**src/hw/rtl/jns_pkg.sv**
```systemverilog
// Package for the JSON number scanner: phase codes, state and result types, helpers.
package jns_pkg;

  // Number of decimal digits kept in the mantissa
  localparam int unsigned MANTISSA_DIGITS = 18;

  localparam int unsigned MantW = 60;
  localparam int unsigned ExpW  = 16;

  // Phase codes of the scanner
  localparam logic [3:0] PH_IDLE  = 4'd0;
  localparam logic [3:0] PH_MINUS = 4'd1;
  localparam logic [3:0] PH_INT   = 4'd2;
  localparam logic [3:0] PH_ZERO  = 4'd3;
  localparam logic [3:0] PH_POINT = 4'd4;
  localparam logic [3:0] PH_FRAC  = 4'd5;
  localparam logic [3:0] PH_E     = 4'd6;
  localparam logic [3:0] PH_ESIGN = 4'd7;
  localparam logic [3:0] PH_EXP   = 4'd8;

  // Character codes
  localparam logic [7:0] CH_ZERO  = 8'h30;
  localparam logic [7:0] CH_NINE  = 8'h39;
  localparam logic [7:0] CH_MINUS = 8'h2d;
  localparam logic [7:0] CH_PLUS  = 8'h2b;
  localparam logic [7:0] CH_POINT = 8'h2e;
  localparam logic [7:0] CH_LOW_E = 8'h65;
  localparam logic [7:0] CH_UP_E  = 8'h45;

  // Largest mantissa: 10^digits - 1, worked out at elaboration
  function automatic logic [63:0] calc_mant_max();
    logic [63:0] p;
    p = 64'd1;
    for (int k = 0; k < int'(MANTISSA_DIGITS) && k < 19; k++) begin
      p = p * 64'd10;
    end
    return p - 64'd1;
  endfunction

  localparam logic [63:0] MANT_MAX = calc_mant_max();

  // Largest accumulator that still takes digit d: (max - d) / 10
  function automatic logic [MantW-1:0] mant_limit(logic [3:0] d);
    logic [MantW-1:0] lim;
    case (d)
      4'd0:    lim = MantW'((MANT_MAX - 64'd0) / 64'd10);
      4'd1:    lim = MantW'((MANT_MAX - 64'd1) / 64'd10);
      4'd2:    lim = MantW'((MANT_MAX - 64'd2) / 64'd10);
      4'd3:    lim = MantW'((MANT_MAX - 64'd3) / 64'd10);
      4'd4:    lim = MantW'((MANT_MAX - 64'd4) / 64'd10);
      4'd5:    lim = MantW'((MANT_MAX - 64'd5) / 64'd10);
      4'd6:    lim = MantW'((MANT_MAX - 64'd6) / 64'd10);
      4'd7:    lim = MantW'((MANT_MAX - 64'd7) / 64'd10);
      4'd8:    lim = MantW'((MANT_MAX - 64'd8) / 64'd10);
      4'd9:    lim = MantW'((MANT_MAX - 64'd9) / 64'd10);
      default: lim = '0;
    endcase
    return lim;
  endfunction

  // Clamp an 18-bit signed value to 16 bits
  function automatic logic signed [ExpW-1:0] sat16(logic signed [17:0] v);
    logic signed [ExpW-1:0] r;
    if (v > 18'sd32767) begin
      r = 16'sh7fff;
    end else if (v < -18'sd32768) begin
      r = 16'sh8000;
    end else begin
      r = v[ExpW-1:0];
    end
    return r;
  endfunction

  // Scanner state
  typedef struct packed {
    logic [3:0]              phase;
    logic [MantW-1:0]        mantissa;
    logic signed [ExpW-1:0]  exponent;
    logic                    negative;
    logic                    inexact;
    logic [15:0]             exp_digits;
    logic                    exp_neg;
  } jns_state_t;

  // One result transaction
  typedef struct packed {
    logic                    status;
    logic                    negative;
    logic [MantW-1:0]        mantissa;
    logic signed [ExpW-1:0]  exponent;
    logic                    inexact;
    logic [7:0]              stop_char;
    logic                    stop_is_end;
  } jns_result_t;

endpackage

```
**src/hw/rtl/jns_in_if.sv**
```systemverilog
// Input channel of the JSON number scanner: one text byte per transaction.
interface jns_in_if;
  logic       valid;
  logic       ready;
  logic [7:0] ch;
  logic       end_of_input;

  modport source (output valid, ch, end_of_input, input ready);
  modport sink   (input valid, ch, end_of_input, output ready);
endinterface

```
**src/hw/rtl/jns_out_if.sv**
```systemverilog
// Output channel of the JSON number scanner: one scanned number or error per transaction.
interface jns_out_if;
  logic               valid;
  logic               ready;
  logic               status;
  logic               negative;
  logic [59:0]        mantissa;
  logic signed [15:0] exponent;
  logic               inexact;
  logic [7:0]         stop_char;
  logic               stop_is_end;

  modport source (output valid, status, negative, mantissa, exponent, inexact,
                  stop_char, stop_is_end, input ready);
  modport sink   (input valid, status, negative, mantissa, exponent, inexact,
                  stop_char, stop_is_end, output ready);
endinterface

```
**src/hw/rtl/json_number_scanner_unit.sv**
```systemverilog
// JSON number scanner: takes number text a byte at a time, returns the scanned number.
//
// Usage:
//   in_i  : one transaction per text byte (ch, end_of_input). end_of_input acts as a
//           terminator and its ch is ignored.
//   out_o : one transaction per number, or per syntax error: sign, decimal mantissa,
//           saturated exponent, inexact flag and the stop byte. The stop byte is not
//           part of the number and is not consumed; send it again as the first byte
//           of whatever follows if it matters.
// Throughput: one byte per cycle unless out_o stalls, set by the combinational digit
//   accumulate (mantissa times ten plus digit and limit compare) in jns_step.
// Result path: the stop byte goes through the input register, then the result register,
//   before its result shows as valid on out_o.
// Stall: while a result waits on out_o, at most one more byte is taken into the
//   input register; further bytes wait until the result is taken.
// Reset: rst_ni low clears the scanner to idle and drops all pending transactions.
module json_number_scanner_unit (
  input logic    clk_i,
  input logic    rst_ni,
  jns_in_if.sink   in_i,
  jns_out_if.source out_o
);
  import jns_pkg::*;

  logic        in_valid_q;
  logic [7:0]  ch_q;
  logic        eoi_q;
  jns_state_t  st_q, st_d;
  logic        emit;
  jns_result_t res, res_q;
  logic        out_valid_q;
  logic        fire;

  // Input byte is processed once the result register is free
  assign fire       = in_valid_q && (!out_valid_q || out_o.ready);
  assign in_i.ready = !in_valid_q || fire;

  // Input register
  always_ff @(posedge clk_i or negedge rst_ni) begin
    if (!rst_ni) begin
      in_valid_q <= 1'b0;
    end else if (in_i.ready) begin
      in_valid_q <= in_i.valid;
    end
  end

  always_ff @(posedge clk_i) begin
    if (in_i.valid && in_i.ready) begin
      ch_q  <= in_i.ch;
      eoi_q <= in_i.end_of_input;
    end
  end

  jns_step u_step (
    .st_i   (st_q),
    .ch_i   (ch_q),
    .eoi_i  (eoi_q),
    .st_o   (st_d),
    .emit_o (emit),
    .res_o  (res)
  );

  // Scanner state
  always_ff @(posedge clk_i or negedge rst_ni) begin
    if (!rst_ni) begin
      st_q <= '{phase: PH_IDLE, mantissa: '0, exponent: '0, negative: 1'b0,
                inexact: 1'b0, exp_digits: '0, exp_neg: 1'b0};
    end else if (fire) begin
      st_q <= st_d;
    end
  end

  // Result register
  always_ff @(posedge clk_i or negedge rst_ni) begin
    if (!rst_ni) begin
      out_valid_q <= 1'b0;
    end else if (fire && emit) begin
      out_valid_q <= 1'b1;
    end else if (out_o.ready) begin
      out_valid_q <= 1'b0;
    end
  end

  always_ff @(posedge clk_i) begin
    if (fire && emit) begin
      res_q <= res;
    end
  end

  assign out_o.valid       = out_valid_q;
  assign out_o.status      = res_q.status;
  assign out_o.negative    = res_q.negative;
  assign out_o.mantissa    = res_q.mantissa;
  assign out_o.exponent    = res_q.exponent;
  assign out_o.inexact     = res_q.inexact;
  assign out_o.stop_char   = res_q.stop_char;
  assign out_o.stop_is_end = res_q.stop_is_end;

endmodule

```
**src/hw/rtl/jns_step.sv**
```systemverilog
// Next-state and result logic of the scanner for one byte.
module jns_step (
  input  jns_pkg::jns_state_t  st_i,
  input  logic [7:0]           ch_i,
  input  logic                 eoi_i,
  output jns_pkg::jns_state_t  st_o,
  output logic                 emit_o,
  output jns_pkg::jns_result_t res_o
);
  import jns_pkg::*;

  logic                   dig, is_dot, is_e, is_minus, is_plus;
  logic [3:0]             d;
  logic                   frac_mode, fits;
  logic [63:0]            mant_x10;
  logic [MantW-1:0]       mant_add;
  logic signed [ExpW-1:0] exp_add;
  logic                   inexact_add;
  logic [19:0]            edv_x10;
  logic [15:0]            edv_add;
  logic signed [17:0]     exp_sum;
  logic                   err, do_emit, do_digit;
  jns_state_t             clr;

  // Character classes
  assign dig      = !eoi_i && (ch_i >= CH_ZERO) && (ch_i <= CH_NINE);
  assign d        = ch_i[3:0];
  assign is_dot   = !eoi_i && (ch_i == CH_POINT);
  assign is_e     = !eoi_i && ((ch_i == CH_LOW_E) || (ch_i == CH_UP_E));
  assign is_minus = !eoi_i && (ch_i == CH_MINUS);
  assign is_plus  = !eoi_i && (ch_i == CH_PLUS);

  // Mantissa digit accumulate
  assign frac_mode = (st_i.phase == PH_POINT) || (st_i.phase == PH_FRAC);
  assign fits      = st_i.mantissa <= mant_limit(dig ? d : 4'd0);
  assign mant_x10  = {st_i.mantissa, 3'b000} + {3'b000, st_i.mantissa, 1'b0} + {60'd0, d};
  assign mant_add  = fits ? mant_x10[MantW-1:0] : st_i.mantissa;
  assign inexact_add = st_i.inexact | (!fits && (d != 4'd0));

  always_comb begin
    exp_add = st_i.exponent;
    if (fits && frac_mode) begin
      exp_add = sat16(18'(st_i.exponent) - 18'sd1);
    end else if (!fits && !frac_mode) begin
      exp_add = sat16(18'(st_i.exponent) + 18'sd1);
    end
  end

  // Exponent digit accumulate, clamped at 65535
  assign edv_x10 = {st_i.exp_digits, 3'b000} + {3'b000, st_i.exp_digits, 1'b0} + {16'd0, d};
  assign edv_add = (edv_x10 > 20'd65535) ? 16'hffff : edv_x10[15:0];

  // Final exponent
  assign exp_sum = st_i.exp_neg ? 18'(st_i.exponent) - $signed({2'b00, st_i.exp_digits})
                                : 18'(st_i.exponent) + $signed({2'b00, st_i.exp_digits});

  assign clr = '{phase: PH_IDLE, mantissa: '0, exponent: '0, negative: 1'b0,
                 inexact: 1'b0, exp_digits: '0, exp_neg: 1'b0};

  // Phase decoder
  always_comb begin
    st_o     = st_i;
    do_emit  = 1'b0;
    err      = 1'b0;
    do_digit = 1'b0;
    unique case (st_i.phase)
      PH_IDLE, PH_MINUS: begin
        if (st_i.phase == PH_IDLE && is_minus) begin
          st_o.negative = 1'b1;
          st_o.phase    = PH_MINUS;
        end else if (!dig) begin
          do_emit = 1'b1;
          err     = 1'b1;
        end else if (d == 4'd0) begin
          st_o.phase = PH_ZERO;
        end else begin
          do_digit   = 1'b1;
          st_o.phase = PH_INT;
        end
      end
      PH_INT, PH_ZERO: begin
        if (st_i.phase == PH_INT && dig) begin
          do_digit = 1'b1;
        end else if (is_dot) begin
          st_o.phase = PH_POINT;
        end else if (is_e) begin
          st_o.phase = PH_E;
        end else begin
          do_emit = 1'b1;
        end
      end
      PH_POINT: begin
        if (!dig) begin
          do_emit = 1'b1;
          err     = 1'b1;
        end else begin
          do_digit   = 1'b1;
          st_o.phase = PH_FRAC;
        end
      end
      PH_FRAC: begin
        if (dig) begin
          do_digit = 1'b1;
        end else if (is_e) begin
          st_o.phase = PH_E;
        end else begin
          do_emit = 1'b1;
        end
      end
      PH_E, PH_ESIGN: begin
        if (st_i.phase == PH_E && is_minus) begin
          st_o.exp_neg = 1'b1;
          st_o.phase   = PH_ESIGN;
        end else if (st_i.phase == PH_E && is_plus) begin
          st_o.phase = PH_ESIGN;
        end else if (!dig) begin
          do_emit = 1'b1;
          err     = 1'b1;
        end else begin
          st_o.exp_digits = {12'd0, d};
          st_o.phase      = PH_EXP;
        end
      end
      PH_EXP: begin
        if (dig) begin
          st_o.exp_digits = edv_add;
        end else begin
          do_emit = 1'b1;
        end
      end
      default: st_o = clr;
    endcase
    if (do_digit) begin
      st_o.mantissa = mant_add;
      st_o.exponent = exp_add;
      st_o.inexact  = inexact_add;
    end
    if (do_emit) begin
      st_o = clr;
    end
  end

  // Result fields; an error clears the number fields
  assign emit_o            = do_emit;
  assign res_o.status      = err;
  assign res_o.negative    = err ? 1'b0 : st_i.negative;
  assign res_o.mantissa    = err ? '0 : st_i.mantissa;
  assign res_o.exponent    = err ? '0 : sat16(exp_sum);
  assign res_o.inexact     = err ? 1'b0 : st_i.inexact;
  assign res_o.stop_char   = eoi_i ? 8'd0 : ch_i;
  assign res_o.stop_is_end = eoi_i;

endmodule
```
**src/flat_wrapper.sv**
```systemverilog
// flat-port wrapper written by rule: the top's interface ports become plain ports
module json_number_scanner_unit_flat import jns_pkg::*;
  (clk_i, rst_ni, in_i_valid, in_i_ch, in_i_end_of_input, in_i_ready, out_o_valid, out_o_status, out_o_negative, out_o_mantissa, out_o_exponent, out_o_inexact, out_o_stop_char, out_o_stop_is_end, out_o_ready);
  jns_in_if in_i_i ();
  jns_out_if out_o_i ();
  input logic clk_i;
  input logic rst_ni;
  input wire logic [$bits(in_i_i.valid)-1:0] in_i_valid;
  input wire logic [$bits(in_i_i.ch)-1:0] in_i_ch;
  input wire logic [$bits(in_i_i.end_of_input)-1:0] in_i_end_of_input;
  output wire logic [$bits(in_i_i.ready)-1:0] in_i_ready;
  output wire logic [$bits(out_o_i.valid)-1:0] out_o_valid;
  output wire logic [$bits(out_o_i.status)-1:0] out_o_status;
  output wire logic [$bits(out_o_i.negative)-1:0] out_o_negative;
  output wire logic [$bits(out_o_i.mantissa)-1:0] out_o_mantissa;
  output wire logic [$bits(out_o_i.exponent)-1:0] out_o_exponent;
  output wire logic [$bits(out_o_i.inexact)-1:0] out_o_inexact;
  output wire logic [$bits(out_o_i.stop_char)-1:0] out_o_stop_char;
  output wire logic [$bits(out_o_i.stop_is_end)-1:0] out_o_stop_is_end;
  input wire logic [$bits(out_o_i.ready)-1:0] out_o_ready;
  assign in_i_i.valid = in_i_valid;
  assign in_i_i.ch = in_i_ch;
  assign in_i_i.end_of_input = in_i_end_of_input;
  assign in_i_ready = in_i_i.ready;
  assign out_o_valid = out_o_i.valid;
  assign out_o_status = out_o_i.status;
  assign out_o_negative = out_o_i.negative;
  assign out_o_mantissa = out_o_i.mantissa;
  assign out_o_exponent = out_o_i.exponent;
  assign out_o_inexact = out_o_i.inexact;
  assign out_o_stop_char = out_o_i.stop_char;
  assign out_o_stop_is_end = out_o_i.stop_is_end;
  assign out_o_i.ready = out_o_ready;
  json_number_scanner_unit u_core (.clk_i(clk_i), .rst_ni(rst_ni), .in_i(in_i_i), .out_o(out_o_i));
endmodule
```
**config.mk**
```make
export PLATFORM = sky130hd
export DESIGN_NAME = json_number_scanner_unit_flat
export DESIGN_NICKNAME = d
export VERILOG_FILES = /design/src/hw/rtl/jns_pkg.sv /design/src/hw/rtl/jns_in_if.sv /design/src/hw/rtl/jns_out_if.sv /design/src/hw/rtl/json_number_scanner_unit.sv /design/src/hw/rtl/jns_step.sv /design/src/flat_wrapper.sv
export SDC_FILE = /design/constraint.sdc
export NUM_CORES = 1
export LEC_CHECK = 0
export ABC_AREA = 1
export BUFFER_PORTS_ARGS = -buffer_cell sky130_fd_sc_hd__buf_2
export CAP_MARGIN = 20
export CORE_MARGIN = 5
export CORE_UTILIZATION = 40
export DETAILED_ROUTE_END_ITERATION = 8
export SYNTH_ARGS = -nofsm -noshare
export SYNTH_HDL_FRONTEND = slang
export SYNTH_SLANG_ARGS = --single-unit
```
**constraint.sdc**
```tcl
create_clock -name clk_i -period 5.67 [get_ports clk_i]
set_input_delay 1.134 -clock clk_i [delete_from_list [all_inputs] [get_ports clk_i]]
set_output_delay 1.134 -clock clk_i [all_outputs]
set_load 0.01 [all_outputs]
```
# Word level (Yosys, flattened, before mapping)
# Memories as Yosys holds them, arrays and structs flattened.
# Cells that the tools add are included.
# totals
regBits	198
rom_bits	576
n_memories	1
out_inout_bits	90
# classes
muxes	56
n_addsub	8
order_cmp	10
n_reduce_logical	46
bitwise_logic	1
eq_ne	31
# memory_table
name	depth	word_bits	read_ports	rd_ports_with_merged_regs	wr	line_no	rtl
(no name shown)	16	36	1	0	0	jns_pkg.sv:45	case (d)
# op_table
op	n
$mux 16	12
$mux 76	2
$mux 99	1
$add 60x4->60	1
$add 60x60->60	1
$le 60x60->1	1
$mux 60	1
$pmux 16 s3	1
$mux 4	11
$gt 17x16->1 const B	2
$lt 17x16->1 const B	2
$ne 3x2->1 const B	10
$eq 8x6->1 const B	3
$pmux 4 s6	1
$add 19x17->20	1
$add 20x4->20	1
$gt 20x16->1 const B	1
$mux 1	20
$add 16x17->18	1
$gt 18x16->1 const B	1
$lt 18x16->1 const B	1
$mux 18	1
$sub 16x17->18	1
$add 16x2->17 const B	1
32 further kinds	74

# Logic depth before layout (Yosys ltp)
# An unclocked memory read counts as a cell.
# depth
word_depth	12
ltp_mapped	24
ltp_nobuf	23

# Hierarchy
# From an unflattened synthesis, not the netlist that was laid out.
# hier_totals
hier_cells	2899
hier_area_um2	19220.9
# by_module_without_submodules
module	area_per_inst_um2	seq_area_each_um2	instances	cells_per_inst
jns_step	12305.6	0.0	1	2361
json_number_scanner_unit	6915.4	5440.2	1	538

# Worst setup path before layout
# No wires, ideal clock.
# synth_path
kind	input-to-reg
startpoint	in out_o_ready
endpoint	reg u_core.st_q[11] (netlist bit)
arrival_ps	3755
setup_slack_ps	1792
setup_time_ps	123
path_buffers	1
path_stages	8
path_cell_list	o21ai_0 inv_1 o21ai_1 inv_1 nor2_2 buf_2 nand2_1 nand2_1
# synth_via
elab_chain_cells	3
# synth_lines
element	line_no	rtl
from (decl)	flat_wrapper.sv:20	input wire logic [$bits(out_o_i.ready)-1:0] out_o_ready;
$logic_or 1x1->1	json_number_scanner_unit.sv:35	assign fire = in_valid_q && (!out_valid_q || out_o.ready);
$logic_and 1x1->1	json_number_scanner_unit.sv:35	
$reduce_and 6->1 (no line)	--	
to (signal assigned)	json_number_scanner_unit.sv:66	st_q <= '{phase: PH_IDLE, mantissa: '0, exponent: '0, negative: 1'b0,
to (signal assigned)	json_number_scanner_unit.sv:69	st_q <= st_d;
to (decl)	json_number_scanner_unit.sv:28	jns_state_t st_q, st_d;
# No other way between the ends.
# A chain may end at the register's enable or synchronous reset.

# Final worst setup path
# layout_path
startpoint	reg u_core.st_q[1] (netlist bit)
endpoint	reg u_core.res_q (netlist bit u_core.out_o.exponent[3]), data pin
# layout_via
elab_chain_cells	5
elab_cells_between_ends	7
cone_classes	add/sub (2); order compare (2); mux (3)
# layout_lines
element	line_no	rtl
$add 16x17->18 or $sub 16x17->18 (tied branches)	jns_step.sv:55, jns_step.sv:54	
$mux 18 (*)	jns_step.sv:54	assign exp_sum = st_i.exp_neg ? 18'(st_i.exponent) - $signed({2'b00, st_i.exp_digits})
$lt 18x16->1	jns_pkg.sv:66	end else if (v < -18'sd32768) begin
$mux 16	jns_pkg.sv:66	
$mux 15 (*)	jns_pkg.sv:64	if (v > 18'sd32767) begin
to (signal assigned)	json_number_scanner_unit.sv:86	res_q <= res;
to (decl)	json_number_scanner_unit.sv:30	jns_result_t res, res_q;
# Every way passes the cells marked *; elsewhere a longest branch is shown, timed or not.

==> flow_summary.toml <==
[run_status]
status = "completed"

[critical_path]
crit_buf_inv = 2
crit_type = "flip-flop to flip-flop"
crit_required_ns = 5.91
cp_max_fo = 14
path_common_cell = "nand2_1"
critPathArrivalTime_ns = 4.10
crit_slowest_cell = "dfrtp_1"
r2r_slack_ns = 1.81
cp-start-kind = "flip-flop"
cp-end-kind = "flip-flop"
cp_cell_sequence = "inv_1 > ha_1 > a31oi_1 > xor2_1 > inv_1 > ha_1 > nand2_1 > o21ai_0 > a21oi_1 > o21ai_0 > nand3_1 > nand3_1 > nand2_1 > nand2_1 > nand2_1 > nand3b_1 > nand2_1"
path_delay_family = "compound AO/OA/AOI/OAI gates"
slowest_delay_ns = 0.49

[synthesis]
synth_compound_area_share_pct = 11.6
postSynthCellCount = 2540
ys_top_cells_by_count = "651 x nand2_1, 361 x nor2_1, 344 x inv_1"
synth_edf_count = 97
synthArstFlopShare_pct = 51.0
ys_seq_elements = 198
synth_cell_types = 51
avgSynthCellArea_um2 = 6.95
synth_flop_cell = "dfrtp_1"
synthSimpleGateAreaFrac_pct = 30.0
yosysWarnings = 0
netlist_area_um2 = 17700
yosysMostFrequentCell = "nand2_1"
yosys.area_share.xor_xnor_pct = 4.12
seq_area_frac_synth_pct = 30.8
yosysTopAreaCellShare_pct = 16.5
synthTopCellsByArea = "edfxtp_1 16%, ha_1 14%, dfrtp_1 14%, nand2_1 14%, nor2_1 7.7%"
synth_mux_area_share_pct = 0
synth_fa_ha_area_share_pct = 15.0
synth_top_family_by_area = "simple AND/OR/NAND/NOR gates"
yosysTopAreaCell = "edfxtp_1"

[layout]
fin_nets = 2885
multiInputGateArea_um2 = 10900
drive_gt1_share_pct = 6.20
diodes = 0
syn2layout_area_growth_pct = 10.4
register_area_um2 = 5440
num-fill-cells = 4649
postLayoutCoreUtil_pct = 44.4

[place]
dp_hpwl_um = 43800
gp_congestion = 0.994
port_buffers = 102
dpl_worst_slack_ns = 1.82

[clock_network]
ctsHoldBuffers = 0
clk_path_buf_depth = 2
post_cts_buffers = 0
clk_latency_ns = 0.50
htreeDepth = 4
numCtsBuffers = 17
cts_sinks = 198
path_clk_slew_ns = 0.08
cts_tree = "yes"
cts_root_buf = "clkbuf_16"
cts_resized = 0

[die]
fp.dieArea_um2 = 48400
rows = 77
io_pins = 103
die-width_um = 220
design.core.area_um2 = 43900
dieHeight_um = 220
start_util_pct = 40.2

[detailed_routing]
drt_first_pass_iters = 5
drtIter0Drc = 1376
highest_layer = "met5"
ant_nets = 0
vias = 16900
wl_met2_um = 25100
dr_wl_met3_um = 2710
totalWireLength_um = 53700
drc = 0
wl_per_cell_um = 16.4
wl_met1_um = 24700
vias_per_cell = 5.18

[power]
peakVddDrop_mv = 0.271
leakage_uw = 0.00983
powerDensity_nw_per_um2 = 197

[sta]
setup_viol = 0
max-slew-margin-rel_pct = 29.3
setup_slack_ns = 1.81
fin_tns_setup_ns = 0
rsz0062_at_grt = "no"
fmax_mhz = 259
hold_viol = 0
maxSlewViolCount = 0
final.period_utilization_pct = 68.1
skew_ns = 0.0178
tightest_slew_ns = 1.05
post-route-min-period_ns = 3.86

[job]
maxCapViolCount = 0

[grt]
grt_pass1_vias = 16900
grt_usage_pct = 22.7
grt_max_degree = 56
grt_pass1_wl_um = 87600
antenna_found_initial = 1
grt_overflow_total = 0

[worst_hold_path]
min_path_type = "flip-flop to flip-flop"
[registers in the layout (all words and copies together), names as in the netlist]
register / cells
u_core.st_q: 99
u_core.out_o.status: 1
u_core.out_o.negative: 1
u_core.out_o.mantissa: 60
u_core.eoi_q: 1
u_core.in_valid_q: 1
u_core.out_o.exponent: 16
u_core.out_o.valid: 1
u_core.out_o.stop_is_end: 1
u_core.out_o.inexact: 1
u_core.out_o.stop_char: 8
u_core.ch_q: 8
[where the power goes]
group          total, uW  switching (uW)  internal (uW)  leakage, uW
Clock               1170             604            570     0.000268
Combinational        854             641            213      0.00720
Sequential          1810            61.9           1750      0.00236
[cell type report]
class / count / area share [%]
multi-input cells: 1989 / 55.8
clock inverters: 15 / 0.623
well taps: 592 / 3.80
repair buffers: 111 / 2.98
inverters: 347 / 6.70
flip-flops and latches: 198 / 27.9
clock buffers: 17 / 2.18
[stage by stage]
step,hold WS (ns),std cells,cell area (um2),power (uW)
after CTS,0.529,3269,19500,3910
final,0.520,3269,19500,3840
after global placement,0.499,3237,18900,2710
after global routing,0.551,3269,19500,4050
after floorplan,0.428,2574,17800,2370
after detailed placement,0.513,3237,18900,2720
[layer usage]
layer,up-vias,track usage (%)
li1,8527,-
met1,7896,30.5
met2,429,38.2
met3,64,3.05
met4,2,6.93
met5,-,0
[placed cells by master, fill, tap and decap left out, types with 5 or more instances in the layout]
cell	Yosys	routed
xor2_1	49	49
buf_4	2	10
inv_6	0	5
buf_2	17	101
conb_1	2	36
nand2_1	651	651
dfrtp_1	101	101
nor2_1	361	361
xnor2_1	34	34
a21oi_1	139	139
nor2_2	5	5
nand3b_1	12	12
fa_1	5	5
a31oi_1	10	10
edfxtp_1	97	97
a21o_1	8	8
nor4_1	9	9
inv_1	344	343
clkbuf_16	0	17
or2_2	5	5
nand3_1	160	159
o21a_1	5	5
nor3_1	33	33
ha_1	203	203
o21ai_0	140	140
o21ai_1	37	37
o21bai_1	18	18
nand4_1	33	33
[final timing paths]
path,from,end,cells after the start
worst min register to register,u_core.st_q[18],u_core.st_q[18],2
min in group asynchronous,rst_ni,u_core.st_q[65],1
worst max register to register,u_core.st_q[1],u_core.out_o.exponent[3],17
worst max-delay path,u_core.st_q[1],u_core.out_o.exponent[3],17
max in group asynchronous,rst_ni,u_core.st_q[25],2
worst min-delay path,u_core.st_q[18],u_core.st_q[18],2
[worst reg2reg max path: cells and delay by family (launching register included)]
kind,cells,cell delay (ns)
DFF,1,0.49
AOI/OAI and AO/OA,4,1.11
and+or+nand+nor,8,1.10
adders and majority gates,2,0.58
xor gates and xnor gates,1,0.17
buffers and inverters,2,0.16
[cells by family (layout without fill, tap and decap cells)]
kind of cell               after synthesis  in the layout
AOI/OAI and AO/OA                      378            378
and+or+nand+nor                       1284           1284
other                                    2             36
adders and majority gates              208            208
xor gates and xnor gates                83             83
buffers and inverters                  387            490
DFF                                    198            198
Power figures use the tool's default switching activity.
